## src/sv/agcng_pkg.sv

```systemverilog
// Shared types, constants, gain and level tables for the audio AGC with noise gate.
// No dependencies; every other file of the block imports this package.
`default_nettype none

package agcng_pkg;

    localparam int SAMPLE_W   = 16;
    localparam int GAIN_W     = 8;
    localparam int ABS_W      = SAMPLE_W - 1;
    localparam int MEAN_SHIFT = 8;
    localparam int SUM_W      = ABS_W + MEAN_SHIFT;
    localparam int MCOUNT_W   = MEAN_SHIFT + 1;
    localparam int GAIN_STEP  = 4;
    localparam int FRAME_W    = 16;
    localparam int SEL_W      = 3;
    localparam int EXP_W      = 3;
    localparam int COUNT_W    = 8;
    localparam int FRAC_SHIFT = 11;
    localparam int THR_SHIFT  = 4;
    localparam int PROD_W     = SAMPLE_W + SAMPLE_W + 1;
    localparam int SHAMT_W    = 5;

    localparam int CFG_IDX_W  = 3;
    localparam int CFG_DATA_W = 16;

    localparam logic [GAIN_W-1:0]   MUTE_CODE         = 8'hFF;
    localparam logic [GAIN_W-1:0]   GAIN_MAX_CODE     = 8'hFF;
    localparam logic [GAIN_W-1:0]   RST_GAIN_FLOOR    = 8'd64;
    localparam logic [GAIN_W-1:0]   RST_DEFAULT_GAIN  = 8'd64;
    localparam logic [FRAME_W-1:0]  RST_FRAME_LENGTH  = 16'd480;
    localparam logic [MCOUNT_W-1:0] MEAN_RELOAD       = MCOUNT_W'(1) << MEAN_SHIFT;

    localparam logic signed [SAMPLE_W-1:0] SAMPLE_MAX = 16'sd32767;
    localparam logic signed [SAMPLE_W-1:0] SAMPLE_MIN = -16'sd32768;

    typedef enum logic [CFG_IDX_W-1:0] {
        CFG_TARGET_SELECT  = 3'd0,
        CFG_GATE_SELECT    = 3'd1,
        CFG_GATE_ENABLE    = 3'd2,
        CFG_GAIN_FLOOR     = 3'd3,
        CFG_DEFAULT_GAIN   = 3'd4,
        CFG_FRAME_LENGTH   = 3'd5,
        CFG_ATTACK_EXP     = 3'd6,
        CFG_DECAY_EXP      = 3'd7
    } t_cfg_index;

    typedef enum logic [1:0] {
        LOOP_HOLD     = 2'd0,
        LOOP_COMPRESS = 2'd1,
        LOOP_EXPAND   = 2'd2
    } t_loop_mode;

    // Q15 fraction per low nibble of the gain code (0.375 dB steps)
    localparam logic [15:0] FRAC_TAB [16] = '{
        16'd32768, 16'd31383, 16'd30057, 16'd28787,
        16'd27571, 16'd26406, 16'd25290, 16'd24221,
        16'd23198, 16'd22218, 16'd21279, 16'd20380,
        16'd19519, 16'd18694, 16'd17904, 16'd17147
    };

    // Target peak, -3 dB to -24 dB
    localparam logic [ABS_W-1:0] TARGET_TAB [8] = '{
        15'd23198, 15'd16423, 15'd11627, 15'd8231,
        15'd5827,  15'd4125,  15'd2920,  15'd2068
    };

    // Noise gate level, -30 dB to -72 dB
    localparam logic [ABS_W-1:0] GATE_TAB [8] = '{
        15'd1036, 15'd519, 15'd260, 15'd131,
        15'd65,   15'd33,  15'd16,  15'd8
    };

    // Magnitude with the most negative value clipped to full scale
    function automatic logic [ABS_W-1:0] sat_abs(input logic signed [SAMPLE_W-1:0] v);
        logic signed [SAMPLE_W-1:0] neg;
        neg = -v;
        if (v == SAMPLE_MIN) begin
            sat_abs = ABS_W'(SAMPLE_MAX);
        end else if (v[SAMPLE_W-1]) begin
            sat_abs = neg[ABS_W-1:0];
        end else begin
            sat_abs = v[ABS_W-1:0];
        end
    endfunction

endpackage

`default_nettype wire

```

## src/sv/agcng_gain_apply.sv

```systemverilog
// Gain datapath: Q15 fraction multiply, code-dependent floor shift, 16-bit saturation.
// Depends on agcng_pkg for tables, widths and sat_abs.
`default_nettype none

module agcng_gain_apply
    import agcng_pkg::*;
(
    input  wire logic signed [SAMPLE_W-1:0] i_sample,
    input  wire logic [GAIN_W-1:0]          i_gain,
    input  wire logic                       i_gated,
    output logic signed [SAMPLE_W-1:0]      o_sample,
    output logic [ABS_W-1:0]                o_abs
);

    logic signed [SAMPLE_W:0]   frac_s;
    logic signed [PROD_W-1:0]   prod;
    logic signed [PROD_W-1:0]   shifted;
    logic [SHAMT_W-1:0]         shamt;
    logic                       mute;

    assign frac_s  = {1'b0, FRAC_TAB[i_gain[3:0]]};
    assign prod    = i_sample * frac_s;
    assign shamt   = SHAMT_W'(FRAC_SHIFT) + {1'b0, i_gain[7:4]};
    // arithmetic shift floors toward minus infinity
    assign shifted = prod >>> shamt;
    assign mute    = i_gated || (i_gain == MUTE_CODE);

    always_comb begin
        if (mute) begin
            o_sample = '0;
        end else if (shifted > PROD_W'(SAMPLE_MAX)) begin
            o_sample = SAMPLE_MAX;
        end else if (shifted < PROD_W'(SAMPLE_MIN)) begin
            o_sample = SAMPLE_MIN;
        end else begin
            o_sample = shifted[SAMPLE_W-1:0];
        end
    end

    assign o_abs = sat_abs(o_sample);

endmodule

`default_nettype wire

```

## config.mk

```make
export PLATFORM = sky130hd
export DESIGN_NAME = agcng_gain_apply
export DESIGN_NICKNAME = d
export VERILOG_FILES = /design/src/sv/agcng_pkg.sv /design/src/sv/agcng_gain_apply.sv
export SDC_FILE = /design/constraint.sdc
export NUM_CORES = 1
export LEC_CHECK = 0
export BUFFER_PORTS_ARGS = -buffer_cell sky130_fd_sc_hd__buf_2
export CORE_MARGIN = 3
export CORE_UTILIZATION = 60
export DETAILED_ROUTE_END_ITERATION = 8
export GPL_TIMING_DRIVEN = 0
export PLACE_DENSITY = 0.78
export SLEW_MARGIN = 10
export SYNTH_ARGS = -nofsm -noshare
export SYNTH_HDL_FRONTEND = slang
export SYNTH_SLANG_ARGS = --single-unit
```

## constraint.sdc

```tcl
create_clock -name vclk -period 53.8
set_input_delay 16.14 -clock vclk [all_inputs]
set_output_delay 16.14 -clock vclk [all_outputs]
set_load 0.1 [all_outputs]
```

; ---- After elaboration in Yosys (flattened, before gate mapping)
; Memory sizes are Yosys's and may differ from the RTL's.
; Index checks and enable logic that the tools add are counted.
[op_classes]
n_addsub = 2
mul = 1
order_cmp = 3
eq_ne = 2
n_shift = 1
n_mux = 7
bitwise = 1
reduce_logical = 1
[op_table]
columns = op, n
row1 = 16-bit 2-to-1 mux, 5
row2 = "33-bit by 16-bit greater-than comparator with 1-bit output, second input constant", 1
row3 = "33-bit by 16-bit less-than comparator with 1-bit output, second input constant", 1
row4 = 16-bit by 17-bit multiplier with 33-bit output, 1
row5 = 33-bit by 5-bit >>> shifter with 33-bit output, 1
row6 = 15-bit 2-to-1 mux, 2
row7 = "16-bit equality test, second input constant", 1
row8 = 15-bit negation, 1
row9 = "8-bit equality test, second input constant", 1
row10 = "4-bit by 4-bit adder with 5-bit output, first input constant", 1
row11 = "5-bit >= comparator, second input constant", 1
row12 = 4-bit inverter with 5-bit output, 1
row13 = 1-bit logical OR, 1
[totals]
regBits = 0
mem_bits_ro = 256
inputBits = 25
output_inout_bits = 31
elab_cells = 19
n_memories = 1
[memory_table]
columns = memory, words, width, read_ports, rd_clocked_by_memory_dff, wr, line
row1 = (name not given), 16, 16, 1, 0, 0, agcng_gain_apply.sv:21  ; assign frac_s = {1'b0, FRAC_TAB[i_gain[3:0]]};

; ---- Logic depth before layout (Yosys ltp)
; Gate-level depths: netlist of the first run.
[depth]
word_depth = 13
ltp_mapped = 43
mapped_depth_nobuf = 39

; ---- Least setup slack after synthesis of the first run
; OpenSTA, ideal clock, no wires.
[synth_timing]
kind = input -> output
startpoint = input port i_gain[3]
endpoint = output port o_abs[12]
arrival_ps = 27906
required_ps = 37660
setup_slack_ps = 9754
cell_stages = 30
path_buffers = 4
path_cell_list = buf_1 -> buf_1 -> nor3_1 -> a31oi_1 -> clkbuf_1 -> nand2_1 -> fa_1 -> fa_1 -> fa_1 -> fa_1 -> inv_1 -> fa_1 -> inv_1 -> fa_1 -> inv_1 -> ha_1 -> a21oi_1 -> o21ai_1 -> a211oi_2 -> o2bb2ai_1 -> o311a_1 -> a2111oi_1 -> a211oi_1 -> o21ai_1 -> o31ai_1 -> a2111o_1 -> o31a_1 -> buf_2 -> o31ai_1 -> mux2i_1
[synth_via]
elab_chain_len = 13
word_cells_on_any_way = 17
cone_classes = 1 x add/sub / 1 x mul / 2 x order compare / 2 x eq/ne / 1 x shift / 7 x mux / 1 x bitwise / 1 x reduce/logical / 1 x memory
[synth_rtl]
columns = item, line
row1 = start: declaration, agcng_gain_apply.sv:9  ; input wire logic [GAIN_W-1:0] i_gain,
row2 = 4-bit inverter with 5-bit output (not written as such), agcng_gain_apply.sv:21
row3 = memory read 16 x 16 bit, -
row4 = 16-bit 2-to-1 mux (not written as such) (2 in series), agcng_gain_apply.sv:21
row5 = 16-bit by 17-bit multiplier with 33-bit output, agcng_gain_apply.sv:22  ; assign prod = i_sample * frac_s;
row6 = 33-bit by 5-bit >>> shifter with 33-bit output, agcng_gain_apply.sv:25  ; assign shifted = prod >>> shamt;
row7 = 33-bit by 16-bit less-than comparator with 1-bit output, agcng_gain_apply.sv:33  ; end else if (shifted < PROD_W'(SAMPLE_MIN)) begin
row8 = 16-bit 2-to-1 mux, agcng_gain_apply.sv:33
row9 = 16-bit 2-to-1 mux, agcng_gain_apply.sv:31  ; end else if (shifted > PROD_W'(SAMPLE_MAX)) begin
row10 = 16-bit 2-to-1 mux *, agcng_gain_apply.sv:29  ; if (mute) begin
row11 = net o_sample[12], agcng_gain_apply.sv:11  ; output logic signed [SAMPLE_W-1:0] o_sample,
row12 = 15-bit negation, agcng_pkg.sv:76  ; neg = -v;
row13 = 15-bit 2-to-1 mux, agcng_pkg.sv:79  ; end else if (v[SAMPLE_W-1]) begin
row14 = 15-bit 2-to-1 mux *, agcng_pkg.sv:77  ; if (v == SAMPLE_MIN) begin
row15 = end: declaration, agcng_gain_apply.sv:12  ; output logic [ABS_W-1:0] o_abs
; The timed path passes the listed nets; every way through them passes the cells marked *. The select of a mux whose other input is x is not followed.

; ---- Worst setup path after layout of the first run
[layout_timing]
startpoint = input port i_gain[0]
endpoint = output port o_abs[8]
[layout_via]
elab_chain_len = 13
word_cells_on_any_way = 17
cone_classes = 1 x add/sub / 1 x mul / 2 x order compare / 2 x eq/ne / 1 x shift / 7 x mux / 1 x bitwise / 1 x reduce/logical / 1 x memory
[layout_rtl]
columns = item, line
row1 = 4-bit inverter with 5-bit output (not written as such), agcng_gain_apply.sv:21
row2 = memory read 16 x 16 bit, -
row3 = 16-bit 2-to-1 mux (not written as such) (2 in series), agcng_gain_apply.sv:21
row4 = 16-bit by 17-bit multiplier with 33-bit output, agcng_gain_apply.sv:22
row5 = 33-bit by 5-bit >>> shifter with 33-bit output, agcng_gain_apply.sv:25
row6 = 33-bit by 16-bit less-than comparator with 1-bit output, agcng_gain_apply.sv:33
row7 = 16-bit 2-to-1 mux, agcng_gain_apply.sv:33
row8 = 16-bit 2-to-1 mux, agcng_gain_apply.sv:31
row9 = 16-bit 2-to-1 mux *, agcng_gain_apply.sv:29
row10 = 15-bit negation, agcng_pkg.sv:76
row11 = 15-bit 2-to-1 mux, agcng_pkg.sv:79
row12 = 15-bit 2-to-1 mux *, agcng_pkg.sv:77
; Every way passes the cells marked *; elsewhere a longest branch is shown, timed or not. The select of a mux whose other input is x is not followed.

==> results of run 1 <==
==> worst min path at each step <==
stage,start,cells after the start,end
after floorplan,i_gated,3,o_sample[13]
after global placement,i_gated,5,o_sample[7]
after detailed placement,i_gated,5,o_sample[7]
after CTS,i_gated,5,o_sample[7]
after global routing,i_gated,5,o_sample[7]
final,i_gated,5,o_sample[7]
==> final cells by class <==
type	count	area [sq um]
inverters	266	998
plain buffers	101	487
well taps	280	350
fillers	1995	7830
repair buffers	53	265
multi-input cells	1368	12000
==> through the flow <==
| stage | cell area, sq um | hold slack (ns) | cells |
|---|---|---|---|
| 4_1_cts | 14100 | 33.06 | 2068 |
| 3_5_place_dp | 14100 | 33.06 | 2068 |
| 3_3_place_gp | 14100 | 33.05 | 2068 |
| 6_report | 14100 | 33.06 | 2068 |
| 5_1_grt | 14100 | 33.14 | 2068 |
| 2_1_floorplan | 13500 | 33.05 | 1735 |
==> synthesized netlist by cell type (all sizes together), types with 24 or more instances <==
cell type	number	area (sq um)
inv	266	998
nand2	215	812
fa	194	3880
ha	132	1650
and2	131	820
nor2	114	430
o21ai	69	353
clkbuf	61	229
a21oi	55	309
buf	40	258
nor3	34	180
a211oi	29	250
nand4	28	175
and3	25	156
nand3	24	120
==> routing by layer <==
layer / vias to the layer above / wire (um) / GRT usage (%)
met4: 0 / 3030 / 19.0
met3: 220 / 3390 / 4.11
met1: 6401 / 16700 / 45.8
met2: 794 / 20700 / 61.2
met5: - / 0 / 0
li1: 5987 / - / -
==> kinds of logic (layout without fill, tap and decap cells) <==
logic type               Yosys count  after routing  synth area share, %
adder cells (fa/ha/maj)          326            326                 41.0
buffers and inverters            367            420                 11.0
AO/OA/AOI/OAI                    351            351                 19.8
AND/OR/NAND/NOR                  622            622                 22.8
multiplexers                      35             35                 3.15
XOR/XNOR                          34             34                 2.20
==> flow_metrics.tcl, run 1 <==
set metrics [dict create \
    status "completed" \
    grt_usage_pct 36.2 \
    cap_violations 0 \
    worst_pin_slew_ns 1.44 \
    drive_gt1_share_pct 8.28 \
    period_needed_ns 43.86 \
    yosysSeqAreaShare_pct 0 \
    postSynthCellCount 1735 \
    cp_top_family "compound AO/OA/AOI/OAI gates" \
    start_util_pct 61.5 \
    dr.first_iter.drc_count 1252 \
    finalHoldViolCount 0 \
    maxSlewViolCount 0 \
    slowest_stage "o21ai_0" \
    grt-ovfl-total 0 \
    slew-limit-headroom_pct 2.94 \
    clkbuf_count 0 \
    tns_ns 0 \
    hp-class "in -> out" \
    critical_path_class "in -> out" \
    grt_max_degree 11 \
    grt_antenna_before_repair 0 \
    drc 0 \
    synth_nets 2086 \
    area_growth_pct 4.59 \
    place_ws_ns 10.25 \
    worst_slack_ns 9.94 \
    path_max_fanout 10 \
    vias 13400 \
    final_util_pct 64.3 \
    netlist-cell-type-count 100 \
    first_pass_iters 6 \
    start_kind "input pin" \
    n_antenna_cell 0 \
    coreArea_sq_um 22000 \
    die_x_um 156 \
    crit_path_max_incr_delay_ns 1.08 \
    io_pins 56 \
    antenna_left 0 \
    endpoint_kind "primary output" \
    hold_buffers 0 \
    crit_buf_inv 8 \
    finalCritPeriodShare_pct 81.5 \
    die_h_um 156 \
    synth_area_sq_um 13500 \
    flops_and_latches 0 \
    postCtsSetupBuffers 0 \
    dp_hpwl_um 36900 \
    die_area_sq_um 24400 \
    cp.arrival_ns 27.72 \
    nNetsFinal 2141 \
    fmax_ghz 0.0228 \
    cp.required_ns 37.66 \
    path_depth 36 \
    grt_pass1_vias 13400 \
    io_buffers 53 \
    wl_per_cell_um 21.2 \
    num_rows 54 \
    layout_commonest_cell "inv_1" \
    critPathLaunch "i_gain[0]" \
    cp-endpoint "o_abs[8]" \
    setup_viol_count_final 0 \
    seq_area_sq_um 0 \
    grt_pass1_wl_um 71300 \
    most-common-layout-cells "266 x inv_1, 213 x nand2_1, 194 x fa_1" \
    gp_congestion 1.03 \
    rsz0062_at_grt "false" \
    path_common_cell "fa_1" \
    yosys_warnings 0 \
    avgSynthCellArea_sq_um 7.79 \
    wirelength_um 43800 \
    post_cts_resize_count 0 \
    vias_per_cell 6.48 \
]
Power of run 1 is not shown: default switching activity piles up to over one toggle a cycle in this logic, so the estimate is an artifact.
==> run 2, diff against run 1 <==
--- a/config.mk
+++ b/config.mk
@@ -10,7 +10,7 @@
 export CORE_UTILIZATION = 60
 export DETAILED_ROUTE_END_ITERATION = 8
 export GPL_TIMING_DRIVEN = 0
-export PLACE_DENSITY = 0.78
+export PLACE_DENSITY = 0.81
 export SLEW_MARGIN = 10
 export SYNTH_ARGS = -nofsm -noshare
 export SYNTH_HDL_FRONTEND = slang
==> constraint.sdc (replaced) <==
create_clock -name vclk -period 37.4
set_input_delay 11.22 -clock vclk [all_inputs]
set_output_delay 11.22 -clock vclk [all_outputs]
set_load 0.1 [all_outputs]
==> flow_metrics.tcl, run 2 (same netlist as run 1, synthesis figures left out) <==
set metrics [dict create \
    cp_top_family "compound AO/OA/AOI/OAI gates" \
    drive_gt1_share_pct 8.22 \
    vias 13300 \
    cp.required_ns 26.18 \
    coreArea_sq_um 22000 \
    io_pins 56 \
    fillers 1986 \
    path_common_cell "fa_1" \
    nNetsFinal 2141 \
    maxSlewViolCount 0 \
    path_depth 36 \
    wirelength_um 43700 \
    hold_buffers 0 \
    cp.arrival_ns 22.81 \
    area_growth_pct 4.56 \
    crit_path_max_incr_delay_ns 0.97 \
    die_area_sq_um 24400 \
    status "completed" \
    endpoint_kind "primary output" \
    vias_per_cell 6.42 \
    crit_buf_inv 7 \
    grt_antenna_before_repair 0 \
    grt_usage_pct 36.0 \
    finalCritPeriodShare_pct 91.0 \
    fmax_ghz 0.0294 \
    cap_violations 0 \
    seq_area_sq_um 0 \
    worst_pin_slew_ns 1.34 \
    path_max_fanout 10 \
    tns_ns 0 \
    setup_viol_count_final 0 \
    grt_max_degree 11 \
    dr.first_iter.drc_count 1115 \
    grt_pass1_wl_um 70300 \
    slowest_stage "o21ai_0" \
    io_buffers 53 \
    whs_path_depth 5 \
    antenna_left 0 \
    finalHoldViolCount 0 \
    postCtsSetupBuffers 0 \
    hp-class "in -> out" \
    num_rows 54 \
    grt-ovfl-total 0 \
    rsz0062_at_grt "false" \
    die_h_um 156 \
    slew-limit-headroom_pct 10.1 \
    die_x_um 156 \
    start_util_pct 61.5 \
    first_pass_iters 6 \
    critical_path_class "in -> out" \
    layout_commonest_cell "inv_1" \
    gp_congestion 0.988 \
    start_kind "input pin" \
    wl_per_cell_um 21.1 \
    drc 0 \
    dp_hpwl_um 36700 \
    grt_pass1_vias 13300 \
    n_antenna_cell 0 \
    post_cts_resize_count 0 \
    period_needed_ns 34.03 \
    clkbuf_count 0 \
    most-common-layout-cells "266 x inv_1, 213 x nand2_1, 194 x fa_1" \
    flops_and_latches 0 \
]
[run 2: path summary, 6_finish.rpt]
check	start	end
worst min-delay path	i_gated	o_abs[7]
worst max-delay path	i_gain[1]	o_abs[13]
[run 2: tightest hold or removal path, cell delays in order]
cell      delay, ns
buf_2          0.09
nor2_1         0.13
nand2_1        0.16
o211ai_1       0.12
buf_2          0.30
[run 2: layout make-up]
| class | instances | area [sq um] | area share [%] |
|---|---|---|---|
| tap | 280 | 350 | 2.48 |
| multi-input combinational | 1368 | 12000 | 85.1 |
| inverter | 266 | 998 | 7.07 |
| buffer | 101 | 487 | 3.45 |
| timing repair buffer | 53 | 265 | 1.88 |
[run 2: stage by stage]
step	hold slack [ns]	cells	instance area, sq um	setup slack, ns	utilization, %
finish	23.25	2068	14100	3.37	64.3
global route	23.30	2068	14100	2.90	64.3
CTS	23.24	2068	14100	3.51	64.3
detailed placement	23.24	2068	14100	3.55	64.3
global placement	23.22	2068	14100	3.63	64.3
floorplan	23.21	1735	13500	3.19	-
[run 2: routing by layer]
layer | wire length, um | vias to the layer above | track usage (%)
li1 | - | 5983 | -
met1 | 16600 | 6317 | 44.7
met2 | 20500 | 746 | 61.0
met3 | 3270 | 223 | 4.24
met4 | 3270 | 0 | 20.4
met5 | 0 | - | 0
Power of run 2 is left out for the same reason.
